## src/rtl/fcpdm_pkg.sv

```systemverilog
`timescale 1ns / 1ps
// shared constants, register indexes and state type for the frequency
// calibrate / peak capture / dac map block; no dependencies
package fcpdm_pkg;

    localparam int RawW   = 16;
    localparam int ByteW  = 8;
    localparam int LimW   = 14;
    localparam int OffW   = 11;
    localparam int CalW   = 16;
    localparam int PeakW  = 15;
    localparam int CodeW  = 8;
    localparam int NumW   = 17;
    localparam int TriW   = 18;
    localparam int ProdW  = 22;
    localparam int CfgIdxW = 2;

    // one quotient bit per cycle over the whole product
    localparam int DivSteps = ProdW;
    localparam int CntW     = $clog2(DivSteps);

    localparam logic [RawW-1:0]  RawMax     = 16'd31867;
    localparam logic [PeakW-1:0] LowFreq    = 15'd500;
    localparam logic [LimW-1:0]  LimFloor   = 14'd500;
    localparam logic [CodeW-1:0] ZeroCode   = 8'd0;
    localparam logic [CodeW-1:0] LowCode    = 8'd51;
    localparam logic [CodeW-1:0] FullCode   = 8'd255;
    localparam logic [NumW-1:0]  LinearBias = 17'd2500;
    localparam logic [CalW-1:0]  CalMax     = 16'h7FFF;
    localparam logic [LimW-1:0]  LimReset   = 14'd2000;
    localparam logic [OffW-1:0]  OffReset   = 11'd0;

    typedef enum logic [CfgIdxW-1:0] {
        CFG_UPPER_LIMIT = 2'd0,
        CFG_CAL_OFFSET  = 2'd1
    } cfg_index_t;

    typedef enum logic [2:0] {
        ST_IDLE,
        ST_CALC,
        ST_MUL1,
        ST_MUL2,
        ST_DIV,
        ST_DONE
    } state_t;

endpackage

```

## src/rtl/frequency_calibrate_peak_dac_map_unit.sv

```systemverilog
`timescale 1ns / 1ps
// frequency calibrate, peak capture and dac code mapping, top level
// depends on fcpdm_pkg
//
// usage
//   in channel (in_valid/in_ready): one request per refresh with raw_freq and
//   the three bcd clock bytes. a raw value above 31867 is taken and dropped.
//   cfg channel (cfg_valid/cfg_ready, always ready): index 0 upper_limit,
//   index 1 calibration_offset; other indexes are ignored. write only while idle.
//   out channel (out_valid/out_ready): calibrated_freq, dac_code and the peak
//   frequency with its clock bytes, after this request's peak update.
// sequencing
//   a request whose code is a fixed value goes from ST_CALC straight to ST_DONE;
//   on the linear segment ST_CALC is followed by the shift-add steps ST_MUL1
//   (*3) and ST_MUL2 (*17) for the *51, then a restoring divider that yields one
//   quotient bit per cycle. in_ready is high only while the sequencer is idle,
//   so one request is in flight at a time; a dropped request leaves the
//   sequencer idle.
// reset and stall
//   reset clears the peak and its clock bytes, loads upper_limit 2000 and
//   offset 0, and empties the output register. a finished result sits in the
//   output register while the next request is taken; if the receiver stalls
//   with both full, the sequencer waits in its last step.
module frequency_calibrate_peak_dac_map_unit (
    input  logic                              clk,
    input  logic                              rst_n,
    input  logic                              cfg_valid,
    output logic                              cfg_ready,
    input  logic [fcpdm_pkg::CfgIdxW-1:0]     cfg_index,
    input  logic [fcpdm_pkg::LimW-1:0]        cfg_data,
    input  logic                              in_valid,
    output logic                              in_ready,
    input  logic [fcpdm_pkg::RawW-1:0]        raw_freq,
    input  logic [fcpdm_pkg::ByteW-1:0]       clock_hour,
    input  logic [fcpdm_pkg::ByteW-1:0]       clock_minute,
    input  logic [fcpdm_pkg::ByteW-1:0]       clock_second,
    output logic                              out_valid,
    input  logic                              out_ready,
    output logic signed [fcpdm_pkg::CalW-1:0] calibrated_freq,
    output logic [fcpdm_pkg::CodeW-1:0]       dac_code,
    output logic [fcpdm_pkg::PeakW-1:0]       peak_freq,
    output logic [fcpdm_pkg::ByteW-1:0]       peak_hour,
    output logic [fcpdm_pkg::ByteW-1:0]       peak_minute,
    output logic [fcpdm_pkg::ByteW-1:0]       peak_second
);

    fcpdm_pkg::state_t state_reg, state_next;

    logic [fcpdm_pkg::LimW-1:0]  lim_reg;
    logic [fcpdm_pkg::OffW-1:0]  off_reg;

    logic [fcpdm_pkg::CalW-1:0]  f_reg;
    logic [fcpdm_pkg::ByteW-1:0] hour_reg, minute_reg, second_reg;
    logic [fcpdm_pkg::NumW-1:0]  num_reg;
    logic [fcpdm_pkg::TriW-1:0]  tri_reg;
    logic [fcpdm_pkg::ProdW-1:0] quo_reg;
    logic [fcpdm_pkg::LimW-1:0]  rem_reg;
    logic [fcpdm_pkg::LimW-1:0]  div_reg;
    logic [fcpdm_pkg::CodeW-1:0] code_reg;
    logic [fcpdm_pkg::CntW-1:0]  cnt_reg;

    logic [fcpdm_pkg::PeakW-1:0] peak_reg;
    logic [fcpdm_pkg::ByteW-1:0] peak_hour_reg, peak_minute_reg, peak_second_reg;

    logic                        out_valid_reg;
    logic [fcpdm_pkg::CalW-1:0]  out_f_reg;
    logic [fcpdm_pkg::CodeW-1:0] out_code_reg;
    logic [fcpdm_pkg::PeakW-1:0] out_peak_reg;
    logic [fcpdm_pkg::ByteW-1:0] out_hour_reg, out_minute_reg, out_second_reg;

    logic                        in_acc;
    logic                        raw_ok;
    logic [fcpdm_pkg::CalW:0]    sum_w;
    logic [fcpdm_pkg::CalW-1:0]  f_sat;
    logic                        f_neg, f_low, lim_low, f_high, fixed_code;
    logic [fcpdm_pkg::CodeW-1:0] fixed_value;
    logic                        peak_upd;
    logic                        slot_free;
    logic                        div_last;
    logic [fcpdm_pkg::LimW:0]    rem_shift;
    logic [fcpdm_pkg::LimW:0]    rem_diff;
    logic                        rem_ge;

    // sequencer strobes
    logic load_en, calc_en, mul1_en, mul2_en, div_en, done_en;

    assign cfg_ready = 1'b1;
    assign in_acc    = in_valid && in_ready;
    assign raw_ok    = (raw_freq <= fcpdm_pkg::RawMax);
    assign slot_free = !out_valid_reg || out_ready;
    assign div_last  = (cnt_reg == fcpdm_pkg::CntW'(fcpdm_pkg::DivSteps - 1));

    // raw plus sign-extended offset, saturated at the positive limit
    assign sum_w = {1'b0, raw_freq}
                 + {{(fcpdm_pkg::CalW + 1 - fcpdm_pkg::OffW){off_reg[fcpdm_pkg::OffW-1]}},
                    off_reg};
    always_comb
    begin
        if (!sum_w[fcpdm_pkg::CalW] && sum_w[fcpdm_pkg::CalW-1])
        begin
            f_sat = fcpdm_pkg::CalMax;
        end
        else
        begin
            f_sat = sum_w[fcpdm_pkg::CalW-1:0];
        end
    end

    // segment selection on the calibrated value
    assign f_neg      = f_reg[fcpdm_pkg::CalW-1];
    assign f_low      = (f_reg[fcpdm_pkg::PeakW-1:0] < fcpdm_pkg::LowFreq);
    assign lim_low    = (lim_reg <= fcpdm_pkg::LimFloor);
    assign f_high     = (f_reg[fcpdm_pkg::PeakW-1:0] > {1'b0, lim_reg});
    assign fixed_code = f_neg || f_low || lim_low || f_high;
    always_comb
    begin
        if (f_neg)
        begin
            fixed_value = fcpdm_pkg::ZeroCode;
        end
        else if (f_low)
        begin
            fixed_value = fcpdm_pkg::LowCode;
        end
        else
        begin
            fixed_value = fcpdm_pkg::FullCode;
        end
    end

    assign peak_upd = !f_neg && (f_reg[fcpdm_pkg::PeakW-1:0] > peak_reg);

    // restoring divide step, one dividend bit shifted in per cycle
    assign rem_shift = {rem_reg, quo_reg[fcpdm_pkg::ProdW-1]};
    assign rem_diff  = rem_shift - {1'b0, div_reg};
    assign rem_ge    = (rem_shift >= {1'b0, div_reg});

    // next state
    always_comb
    begin
        state_next = state_reg;
        case (state_reg)
            fcpdm_pkg::ST_IDLE:
            begin
                if (in_acc && raw_ok)
                begin
                    state_next = fcpdm_pkg::ST_CALC;
                end
            end
            fcpdm_pkg::ST_CALC:
            begin
                if (fixed_code)
                begin
                    state_next = fcpdm_pkg::ST_DONE;
                end
                else
                begin
                    state_next = fcpdm_pkg::ST_MUL1;
                end
            end
            fcpdm_pkg::ST_MUL1: state_next = fcpdm_pkg::ST_MUL2;
            fcpdm_pkg::ST_MUL2: state_next = fcpdm_pkg::ST_DIV;
            fcpdm_pkg::ST_DIV:
            begin
                if (div_last)
                begin
                    state_next = fcpdm_pkg::ST_DONE;
                end
            end
            fcpdm_pkg::ST_DONE:
            begin
                if (slot_free)
                begin
                    state_next = fcpdm_pkg::ST_IDLE;
                end
            end
            default: state_next = fcpdm_pkg::ST_IDLE;
        endcase
    end

    // sequencer outputs
    always_comb
    begin
        in_ready = 1'b0;
        load_en  = 1'b0;
        calc_en  = 1'b0;
        mul1_en  = 1'b0;
        mul2_en  = 1'b0;
        div_en   = 1'b0;
        done_en  = 1'b0;
        case (state_reg)
            fcpdm_pkg::ST_IDLE:
            begin
                in_ready = 1'b1;
                load_en  = in_valid && raw_ok;
            end
            fcpdm_pkg::ST_CALC: calc_en = 1'b1;
            fcpdm_pkg::ST_MUL1: mul1_en = 1'b1;
            fcpdm_pkg::ST_MUL2: mul2_en = 1'b1;
            fcpdm_pkg::ST_DIV:  div_en  = 1'b1;
            fcpdm_pkg::ST_DONE: done_en = slot_free;
            default:
            begin
                in_ready = 1'b0;
            end
        endcase
    end

    always_ff @(posedge clk or negedge rst_n)
    begin
        if (!rst_n)
        begin
            state_reg <= fcpdm_pkg::ST_IDLE;
        end
        else
        begin
            state_reg <= state_next;
        end
    end

    // configuration registers
    always_ff @(posedge clk or negedge rst_n)
    begin
        if (!rst_n)
        begin
            lim_reg <= fcpdm_pkg::LimReset;
            off_reg <= fcpdm_pkg::OffReset;
        end
        else if (cfg_valid && cfg_ready)
        begin
            case (fcpdm_pkg::cfg_index_t'(cfg_index))
                fcpdm_pkg::CFG_UPPER_LIMIT: lim_reg <= cfg_data;
                fcpdm_pkg::CFG_CAL_OFFSET:  off_reg <= cfg_data[fcpdm_pkg::OffW-1:0];
                default:
                begin
                    lim_reg <= lim_reg;
                end
            endcase
        end
    end

    // peak state and control counters
    always_ff @(posedge clk or negedge rst_n)
    begin
        if (!rst_n)
        begin
            peak_reg        <= '0;
            peak_hour_reg   <= '0;
            peak_minute_reg <= '0;
            peak_second_reg <= '0;
            cnt_reg         <= '0;
            out_valid_reg   <= 1'b0;
        end
        else
        begin
            if (calc_en && peak_upd)
            begin
                peak_reg        <= f_reg[fcpdm_pkg::PeakW-1:0];
                peak_hour_reg   <= hour_reg;
                peak_minute_reg <= minute_reg;
                peak_second_reg <= second_reg;
            end
            if (mul2_en)
            begin
                cnt_reg <= '0;
            end
            else if (div_en)
            begin
                cnt_reg <= cnt_reg + 1'b1;
            end
            if (done_en)
            begin
                out_valid_reg <= 1'b1;
            end
            else if (out_ready)
            begin
                out_valid_reg <= 1'b0;
            end
        end
    end

    // datapath
    always_ff @(posedge clk)
    begin
        if (load_en)
        begin
            f_reg      <= f_sat;
            hour_reg   <= clock_hour;
            minute_reg <= clock_minute;
            second_reg <= clock_second;
        end
        if (calc_en)
        begin
            // 4f + limit - 2500, only used when 500 <= f <= limit
            num_reg  <= {f_reg[fcpdm_pkg::PeakW-1:0], 2'b00}
                      + {{(fcpdm_pkg::NumW - fcpdm_pkg::LimW){1'b0}}, lim_reg}
                      - fcpdm_pkg::LinearBias;
            div_reg  <= lim_reg - fcpdm_pkg::LimFloor;
            code_reg <= fixed_value;
        end
        if (mul1_en)
        begin
            // num * 3
            tri_reg <= {1'b0, num_reg} + {num_reg, 1'b0};
        end
        if (mul2_en)
        begin
            // (num * 3) * 17 = num * 51
            quo_reg <= {tri_reg, 4'b0000} + {4'b0000, tri_reg};
            rem_reg <= '0;
        end
        if (div_en)
        begin
            quo_reg <= {quo_reg[fcpdm_pkg::ProdW-2:0], rem_ge};
            rem_reg <= rem_ge ? rem_diff[fcpdm_pkg::LimW-1:0]
                              : rem_shift[fcpdm_pkg::LimW-1:0];
            if (div_last)
            begin
                code_reg <= {quo_reg[fcpdm_pkg::CodeW-2:0], rem_ge};
            end
        end
        if (done_en)
        begin
            out_f_reg      <= f_reg;
            out_code_reg   <= code_reg;
            out_peak_reg   <= peak_reg;
            out_hour_reg   <= peak_hour_reg;
            out_minute_reg <= peak_minute_reg;
            out_second_reg <= peak_second_reg;
        end
    end

    assign out_valid       = out_valid_reg;
    assign calibrated_freq = $signed(out_f_reg);
    assign dac_code        = out_code_reg;
    assign peak_freq       = out_peak_reg;
    assign peak_hour       = out_hour_reg;
    assign peak_minute     = out_minute_reg;
    assign peak_second     = out_second_reg;

endmodule

```

## config.mk

```make
export PLATFORM = sky130hd
export DESIGN_NAME = frequency_calibrate_peak_dac_map_unit
export DESIGN_NICKNAME = d
export VERILOG_FILES = /design/src/rtl/fcpdm_pkg.sv /design/src/rtl/frequency_calibrate_peak_dac_map_unit.sv
export SDC_FILE = /design/constraint.sdc
export NUM_CORES = 1
export LEC_CHECK = 0
export BUFFER_PORTS_ARGS = -buffer_cell sky130_fd_sc_hd__buf_2
export CAP_MARGIN = 20
export CORE_MARGIN = 2
export CORE_UTILIZATION = 65
export CTS_BUF_LIST = sky130_fd_sc_hd__clkbuf_4 sky130_fd_sc_hd__clkbuf_8 sky130_fd_sc_hd__clkbuf_16
export CTS_CLUSTER_SIZE = 30
export DETAILED_ROUTE_END_ITERATION = 12
export PLACE_DENSITY = 0.86
export SLEW_MARGIN = 10
export SYNTH_ARGS = -nofsm -noshare
export SYNTH_HDL_FRONTEND = slang
export SYNTH_SLANG_ARGS = --single-unit
```

## constraint.sdc

```tcl
create_clock -name clk -period 15.57 [get_ports clk]
set_input_delay 0 -clock clk [delete_from_list [all_inputs] [get_ports clk]]
set_output_delay 0 -clock clk [all_outputs]
set_load 0.05 [all_outputs]
```

==> results of run 1 <==
-- through the flow --
step | total power [uW] | area [um2] | util | std cells | setup slack [ps]
finish | 3320 | 16500 | 0.787 | 1668 | 12240
global placement | 2430 | 14900 | 0.708 | 1556 | 12530
detailed placement | 2510 | 14900 | 0.708 | 1556 | 12410
global route | 3490 | 16500 | 0.787 | 1668 | 12060
CTS | 3270 | 16500 | 0.785 | 1666 | 12360
floorplan | 2200 | 13900 | - | 1172 | 10590
-- layout by cell type (no fill, tap or decap), types with 58 or more instances in the layout --
master	synthesis	final
ha_1	119	119
nand2_1	78	77
dfrtp_1	67	67
edfxtp_1	186	186
dlygate4sd3_1	0	58
a21oi_1	64	64
o21ai_0	71	71
nor2_1	72	72
inv_1	92	92
buf_2	6	125
-- critical path, delay by kind of cell, from the launching register on --
family	cells	cell delay, ps
AND/OR/NAND/NOR	2	560
adder cells (fa/ha/maj)	2	630
flip-flops	1	580
XOR/XNOR	1	130
AO/OA/AOI/OAI	4	1010
buffers and inverters	2	170
-- final timing paths --
check / to / slack, ps / depth (start not counted) / startpoint
setup / recovery: num_reg[16]$_DFFE_PP_ / 12240 / 11 / lim_reg[9]$_DFFE_PN1P_
hold / removal: f_reg[10]$_SDFFCE_PP1P_ / 30 / 4 / raw_freq[10]
setup reg to reg: num_reg[16]$_DFFE_PP_ / 12240 / 11 / lim_reg[9]$_DFFE_PN1P_
hold reg to reg: dac_code[7]$_DFFE_PP_ / 440 / 0 / code_reg[7]$_DFF_P_
max in group asynchronous: lim_reg[5]$_DFFE_PN0P_ / 14690 / 3 / rst_n
min in group asynchronous: cnt_reg[3]$_DFFE_PN0N_ / 230 / 3 / rst_n
-- power by group --
| group | leakage (uW) | internal (uW) | switching (uW) | total [uW] |
|---|---|---|---|---|
| Sequential | 0.00267 | 1080 | 141 | 1220 |
| Clock | 0.000519 | 458 | 281 | 739 |
| Combinational | 0.00384 | 526 | 840 | 1370 |
| Total | 0.00704 | 2060 | 1260 | 3320 |
-- logic make-up after synthesis --
logic type               Yosys count
AO/OA/AOI/OAI                    259
XOR/XNOR                          65
adder cells (fa/ha/maj)          124
buffers and inverters            115
flip-flops                       267
multiplexers                      68
other                              1
AND/OR/NAND/NOR                  273
-- cell type report --
type	instances	area [um2]	area share
Clock buffer	41	877	0.0530
Clock inverter	11	171	0.0104
Inverter	92	345	0.0209
Multi-Input combinational cell	790	5930	0.358
Sequential cell	267	7580	0.458
Tap cell	275	344	0.0208
Timing Repair Buffer	192	1290	0.0782
-- layer usage --
metal	global-route usage	up-vias
met5	0	-
met4	0.144	0
met3	0.0433	139
met2	0.540	487
met1	0.349	4916
li1	-	4701
-- timing repair --
item,in CTS,in global routing
hold buffers,58,0
hold endpoints to repair,121,0
gates resized for setup,0,0
endpoints found under the setup margin,0,0
==> metrics.yaml, run 1 <==
synth_top_area_cell: "edfxtp_1"
cts_made_buffers: 28
cts.sinks: 267
n_fill_cell: 1170
clkSlewWorstSetupHoldPaths_ps: 60
dr_wl_met2_um: 17400
synthTopCellsByCount: "186 x edfxtp_1, 119 x ha_1, 92 x inv_1"
synth.area.mux_share: 0.0526
max_freq_mhz: 300
core_area_um2: 21000
wl_met3_um: 2120
ys_types: 71
ys_ff_latch: 267
ioPinCount: 127
netlist_area_um2: 13900
die_h_um: 150
setup_viol: 0
period_minus_slack_ps: 3330
final_layout_size_suffix_gt1_frac: 0.182
syn_to_final_growth_pct: 18.6
finalCritPeriodShare: 0.214
max_stage_delay_ps: 580
synth.area.top_cells: "edfxtp_1 40%, dfrtp_1 12%, ha_1 11%"
cellLeakagePower_uw: 0.00704
die_area_um2: 22600
ant_nets: 0
vias: 10200
htreeDepth: 1
required_ps: 15850
grt_pass1_vias: 10400
power.density_nw_per_um2: 201
numPortBuffers: 125
synthAdderAreaFrac: 0.114
synth_async_sr_flop_share: 0.273
hold_slack_ps: 27.3
antenna_found_initial: 0
initial_utilization: 0.663
place_congestion: 0.900
crit_path_cell_trace: "inv_1 -> ha_1 -> inv_1 -> ha_1 -> a21oi_1 -> nand2_1 -> o21ai_1 -> o21ai_0 -> or4_1 -> a31oi_1 -> xor2_1"
clk_latency_ps: 540
post-cts-setup-buffers: 0
drcViolationCount: 0
drt_iter0_markers: 783
wl_met1_um: 12600
clock_skew_ps: 11.1
nNetsFinal: 1556
synth_xor_area_frac: 0.0414
slew_viol_final: 0
netlist_instances: 1172
clockRootBuffer: "clkbuf_16"
maxUsedRoutingLayer: "met4"
cts_tree: "done"
status: "completed"
setup-tns-final_ps: 0
arrival_ps: 3600
vias_per_cell: 6.14
ir_worst_vdd_uv: 110
clockBufferDepth: 3
path_class: "reg2reg"
critPathMaxFanout: 5
yosys.area_share.simple: 0.0962
rsz0062_at_grt: "false"
yosysMostFrequentCell: "edfxtp_1"
worst_path_max_delay_cell: "dfstp_2"
synth_edf_count: 186
synth_compound_area_frac: 0.119
synth_fp_nets: 1357
largest_reg_flops: 22
hold_path.class: "in2reg"
synth_top_area_frac: 0.401
grtUsageTotal: 0.299
rows: 53
hpwl_um: 21300
avgSynthCellArea_um2: 11.9
cap_violations: 0
dr.pass1.iters: 7
wire_per_inst_um: 20.3
tightest_slew_ps: 1060
ys_seq_area_frac: 0.544
grt_pass1_wl_um: 52700
ys.warnings.count: 0
synth-main-ff-cell: "edfxtp_1"
hold_violations: 0
grt_max_degree: 70
synth_top_family_by_area: "compound AO/OA/AOI/OAI gates"
die_x_um: 150
slew_headroom: 0.289
grt-ovfl-total: 0
cp-end-kind: "flip-flop"
start_kind: "flip-flop"
insertedDiodeCount: 0
drt_wl_total_um: 33900
No activity file was read; power rests on OpenSTA's default activity.
==> run 2: changes to the inputs <==
--- a/config.mk
+++ b/config.mk
@@ -8,11 +8,11 @@
 export BUFFER_PORTS_ARGS = -buffer_cell sky130_fd_sc_hd__buf_2
 export CAP_MARGIN = 20
 export CORE_MARGIN = 2
-export CORE_UTILIZATION = 65
+export CORE_UTILIZATION = 54
 export CTS_BUF_LIST = sky130_fd_sc_hd__clkbuf_4 sky130_fd_sc_hd__clkbuf_8 sky130_fd_sc_hd__clkbuf_16
 export CTS_CLUSTER_SIZE = 30
 export DETAILED_ROUTE_END_ITERATION = 12
-export PLACE_DENSITY = 0.86
+export PLACE_DENSITY = 0.76
 export SLEW_MARGIN = 10
 export SYNTH_ARGS = -nofsm -noshare
 export SYNTH_HDL_FRONTEND = slang
==> constraint.sdc (replaced) <==
create_clock -name clk -period 2.8 [get_ports clk]
set_input_delay 0 -clock clk [delete_from_list [all_inputs] [get_ports clk]]
set_output_delay 0 -clock clk [all_outputs]
set_load 0.05 [all_outputs]
==> metrics.yaml, run 2 (same netlist as run 1, synthesis figures left out) <==
crit_buf_inv: 2  # unchanged
place_inst: 1664  # +6.9%
failed_checks: "negative setup slack"
die_area_um2: 27100  # +20%
cap_violations: 0  # unchanged
clock_skew_ps: 21.4  # +10.3 ps
hpwl_um: 22000  # +3.3%
worst_path_max_delay_cell: "edfxtp_1"
crit_family: "compound AO/OA/AOI/OAI gates"
rsz0062_at_grt: "true"
core_area_um2: 25300  # +20%
numPortBuffers: 125  # unchanged
arrival_ps: 3130  # -470 ps
vias_per_cell: 5.59  # -8.9%
ioPinCount: 127  # unchanged
largest_reg_flops: 22  # unchanged
path_class: "reg2reg"
period_minus_slack_ps: 2830  # -499 ps
cellLeakagePower_uw: 0.00738  # +4.9%
max_stage_delay_ps: 460  # -120 ps
min_from: "raw_freq[6]"
grt_max_degree: 50  # -29%
htreeDepth: 1  # unchanged
fin_area_um2: 17400  # +5.0%
die_x_um: 165  # +9.5%
cp.depth: 10  # -1
dpl_cell_area_um2: 15400  # +3.5%
final_layout_size_suffix_gt1_frac: 0.236  # +0.0534
cp-end-kind: "flip-flop"
hold_slack_ps: 23.2  # -4.08 ps
grt_pass1_wl_um: 49600  # -5.9%
required_ps: 3100  # -12750 ps
die_h_um: 165  # +9.5%
cts.sinks: 267  # unchanged
syn_to_final_growth_pct: 24.5
rows: 58  # +9.4%
dr.pass1.iters: 6  # -1
clkSlewWorstSetupHoldPaths_ps: 60  # about the same
status: "finished with violations"
setup_ws_ps: -30.4  # -12270 ps
holdPathStages: 4  # unchanged
ant_nets: 0  # unchanged
power.density_nw_per_um2: 1080  # +440%
slew_headroom: 0.412  # +0.123
cts_tree: "done"
final_cell_mix: "186 x edfxtp_1, 124 x buf_2, 115 x ha_1"
wire_per_inst_um: 17.6  # -13%
startpoint: "num_reg[1]$_DFFE_PP_"
initial_utilization: 0.552  # -0.111
hold_violations: 0  # unchanged
ir_worst_vdd_uv: 1100  # +900%
setup_viol: 3  # +3
vias: 10100  # -1.8%
n_fill_cell: 1760  # +50%
rrSetupSlack_ps: -30  # -12270 ps
finalCritPeriodShare: 1.01  # +0.797
drcViolationCount: 0  # unchanged
insertedDiodeCount: 0  # unchanged
ff2ff_path_depth: 10  # -1
max_freq_mhz: 353  # +18%
tightest_slew_ps: 878  # -185 ps
clockBufferDepth: 3  # unchanged
antenna_found_initial: 0  # unchanged
crit_path_cell_trace: "inv_2 -> ha_4 -> nor2b_4 -> o31a_1 -> o41a_1 -> a21o_1 -> o32ai_4 -> buf_12 -> mux2i_1 -> nor2_1"
drt_wl_total_um: 31700  # -6.7%
clockRootBuffer: "clkbuf_16"
critPathMaxFanout: 8  # +3
start_kind: "flip-flop"
cts_made_buffers: 28  # unchanged
r2r-end: "rem_reg[3]$_SDFFCE_PN0N_"
fin_cells: 1798  # +7.8%
min_to: "f_reg[6]$_SDFFCE_PP1P_"
slew_viol_final: 0  # unchanged
nNetsFinal: 1631  # +4.8%
final_common_cell: "edfxtp_1"
clk_latency_ps: 560  # +20 ps
drt_iter0_markers: 651  # -17%
r2r_start: "num_reg[1]$_DFFE_PP_"
hold_path.class: "in2reg"
grt_pass1_vias: 9984  # -3.9%
finalPower_uw: 18700  # +460%
place_congestion: 0.903  # +0.33%
grt-ovfl-total: 0  # unchanged
grtUsageTotal: 0.231  # -0.0681
run 2: layout make-up:
class | count | area [um2] | area share
Timing Repair Buffer | 267 | 1960 | 0.113
Tap cell | 330 | 413 | 0.0238
Inverter | 92 | 345 | 0.0199
Clock inverter | 12 | 158 | 0.00908
Clock buffer | 40 | 810 | 0.0466
Multi-Input combinational cell | 790 | 6100 | 0.351
Sequential cell | 267 | 7580 | 0.437
run 2: worst min-delay path, delay by kind of cell:
family | cells | cell delay, ps
adder cells (fa/ha/maj) | 1 | 210
AO/OA/AOI/OAI | 1 | 60
buffers and inverters | 1 | 100
XOR/XNOR | 1 | 90
run 2: stage by stage:
step | utilization | setup slack, ps | setup TNS [ps]
after floorplan | - | 15.3 | 0
after global placement | 0.610 | 47.2 | 0
after detailed placement | 0.610 | -41.2 | -41.2
after CTS | 0.676 | 8.61 | 0
after global routing | 0.688 | -140 | -1420
final | 0.688 | -30.4 | -34.5
run 2: report_power, final:
group          switching [uW]  internal, uW  total, uW  leakage (uW)
clock network            1510          2290       3810      0.000480
logic                    4710          3550       8260       0.00423
registers                 674          5990       6670       0.00267
total                    6900         11800      18700       0.00738
run 2: how the worst max path moves through the flow:
stage / end
detailed placement: num_reg[16]$_DFFE_PP_
global placement: num_reg[15]$_DFFE_PP_
global route: rem_reg[3]$_SDFFCE_PN0N_
CTS: num_reg[16]$_DFFE_PP_
finish: rem_reg[3]$_SDFFCE_PN0N_
floorplan: num_reg[16]$_DFFE_PP_
run 2: routing by layer:
metal,part of all wire,global-route usage,up-vias
met2,0.50,0.406,300
met3,0.048,0.0364,94
met4,0.035,0.0802,0
met1,0.41,0.290,4803
met5,0,0,-
li1,-,-,4858
run 2: timing repair:
| item | 4_1_cts | 5_1_grt |
|---|---|---|
| pin swaps | 2 | 26 |
| endpoints found under the hold margin | 127 | 0 |
| gates resized for setup | 4 | 40 |
| gates cloned | 0 | 2 |
| buffers inserted | 0 | 12 |
| hold buffers | 68 | 0 |
| setup endpoints to repair | 1 | 39 |
==> run 3: changes to the inputs <==
--- a/config.mk
+++ b/config.mk
@@ -7,12 +7,14 @@
 export LEC_CHECK = 0
 export BUFFER_PORTS_ARGS = -buffer_cell sky130_fd_sc_hd__buf_2
 export CAP_MARGIN = 20
+export CORE_ASPECT_RATIO = 1.4
 export CORE_MARGIN = 2
 export CORE_UTILIZATION = 54
 export CTS_BUF_LIST = sky130_fd_sc_hd__clkbuf_4 sky130_fd_sc_hd__clkbuf_8 sky130_fd_sc_hd__clkbuf_16
 export CTS_CLUSTER_SIZE = 30
 export DETAILED_ROUTE_END_ITERATION = 12
-export PLACE_DENSITY = 0.76
+export HOLD_SLACK_MARGIN = 0.15
+export PLACE_DENSITY = 0.87
 export SLEW_MARGIN = 10
 export SYNTH_ARGS = -nofsm -noshare
 export SYNTH_HDL_FRONTEND = slang
==> metrics.yaml, run 3 (same netlist as run 1, synthesis figures left out) <==
start_kind: "flip-flop"
tightest_slew_ps: 1010  # +130 ps
drt_iter0_markers: 818  # +26%
largest_reg_flops: 22  # unchanged
slew_headroom: 0.328  # -0.0843
cp-end-kind: "flip-flop"
cellLeakagePower_uw: 0.00739  # about the same
clockRootBuffer: "clkbuf_16"
hold_slack_ps: 159  # +136 ps
drt_wl_total_um: 36800  # +16%
status: "finished with violations"
grt-busiest-layer: "met2"
wire_per_inst_um: 20.4  # +16%
use_met2: 0.480  # +0.0740
power.density_nw_per_um2: 1080  # +0.23%
htreeDepth: 1  # unchanged
nNetsFinal: 1650  # +1.2%
final_common_cell: "edfxtp_1"
numPortBuffers: 125  # unchanged
hold_violations: 0  # unchanged
grtUsageTotal: 0.253  # +0.0220
initial_utilization: 0.549  # -0.00278
arrival_ps: 3160  # +30 ps
max_freq_mhz: 347  # -1.7%
cts_made_buffers: 25  # -11%
grt_pass1_wl_um: 55200  # +11%
die_h_um: 194  # +18%
clockBufferDepth: 3  # unchanged
period_minus_slack_ps: 2880  # +50.3 ps
ant_nets: 0  # unchanged
final_cell_mix: "186 x edfxtp_1, 124 x buf_2, 113 x ha_1"
min_from: "clock_hour[4]"
rsz0062_at_grt: "true"
ir_worst_vdd_uv: 642  # -41%
core_area_um2: 25400  # +0.51%
clkSlewWorstSetupHoldPaths_ps: 70  # about the same
final_layout_size_suffix_gt1_frac: 0.237  # +0.00150
syn_to_final_growth_pct: 24.9
insertedDiodeCount: 0  # unchanged
finalCritPeriodShare: 1.03  # +0.0180
vias_per_cell: 5.93  # +6.1%
cts_tree: "done"
setup_viol: 6  # +3
r2r_start: "lim_reg[10]$_DFFE_PN1P_"
antenna_found_initial: 0  # unchanged
place_congestion: 0.972  # +7.7%
die_x_um: 140  # -15%
path_class: "reg2reg"
die_area_um2: 27100  # about the same
fin_util: 0.686  # -0.00144
grt_pass1_vias: 10800  # +8.6%
use_met1: 0.267  # -0.0226
finalPower_uw: 18800  # +0.52%
hold_path.class: "in2reg"
hpwl_um: 23100  # +4.9%
grt-ovfl-total: 0  # unchanged
rows: 69  # +19%
clk_latency_ps: 550  # about the same
dr.pass1.iters: 5  # -1
drcViolationCount: 0  # unchanged
required_ps: 3080  # -20 ps
grtUsageMet3: 0.0279  # -0.00851
setup_ws_ps: -80.7  # -50.3 ps
cap_violations: 0  # unchanged
startpoint: "lim_reg[10]$_DFFE_PN1P_"
slew_viol_final: 0  # unchanged
critPathMaxFanout: 5  # -3
failed_checks: "negative setup slack"
cts.sinks: 267  # unchanged
ioPinCount: 127  # unchanged
clock_skew_ps: 22.0  # +0.633 ps
grt_max_degree: 74  # +48%
vias: 10700  # +6.4%
==> run 3: cell count changes in the layout (fill, tap and decap cells not counted), sizes merged <==
cell,before,now
dlygate4sd3,67,83
clkbuf,41,27
buf,199,206
clkinv,8,11
clkinvlp,1,3
inv,92,94
==> run 3: per-stage QoR <==
| stage | area (um2) | worst slack, ps | TNS (ps) | std cells |
|---|---|---|---|---|
| global route | 17400 | -95.4 | -857 | 1803 |
| global placement | 15400 | -106 | -210 | 1660 |
| floorplan | 14000 | 15.3 | 0 | 1172 |
| finish | 17400 | -80.7 | -151 | 1803 |
| detailed placement | 15400 | -266 | -760 | 1660 |
| CTS | 17100 | -5.82 | -5.82 | 1789 |
==> run 3: area by class of cell <==
type	instances	area (um2)
clock buffers	27	641
clock inverters	19	189
fillers	1678	7970
inverters	92	345
multi-input cells	790	6140
flip-flops and latches	267	7580
well taps	319	399
repair buffers	289	2120
==> run 3: power by group <==
| part | total [uW] | switching [uW] | internal [uW] |
|---|---|---|---|
| Sequential | 6720 | 734 | 5990 |
| Combinational | 8610 | 5070 | 3550 |
| Clock | 3490 | 1540 | 1950 |
| Total | 18800 | 7340 | 11500 |
==> run 3: layer usage <==
layer,vias to the layer above,share of wire
met5,-,0
met1,5179,0.35
li1,4879,-
met3,172,0.047
met4,0,0.072
met2,468,0.53
==> run 3: final timing paths <==
path / endpoint / slack, ps / cells after the start
hold / removal: hour_reg[4]$_DFFE_PP_ / 160 / 2
setup reg to reg: num_reg[16]$_DFFE_PP_ / -80 / 10
setup / recovery: num_reg[16]$_DFFE_PP_ / -80 / 10
max in group asynchronous: lim_reg[5]$_DFFE_PN0P_ / 1950 / 2
hold reg to reg: dac_code[2]$_DFFE_PP_ / 430 / 0
min in group asynchronous: peak_minute_reg[0]$_DFFE_PN0P_ / 180 / 2
==> run 3: worst max-delay path, cell delays in order (launching register included) <==
cell and delay (ps):
dfstp_2 540, inv_1 130, ha_1 310, inv_1 60
ha_1 300, and2_1 180, o21ai_0 190, o21ai_1 140
or4_4 450, a31oi_4 230, xor2_1 100
==> run 3: timing repair <==
| action | 4_1_cts | 5_1_grt |
|---|---|---|
| endpoints found under the hold margin | 139 | 0 |
| cloned | 0 | 1 |
| hold buffers | 83 | 0 |
| setup buffers | 0 | 13 |
| endpoints found under the setup margin | 13 | 35 |
| resized for setup | 10 | 46 |
| pin swaps | 4 | 26 |
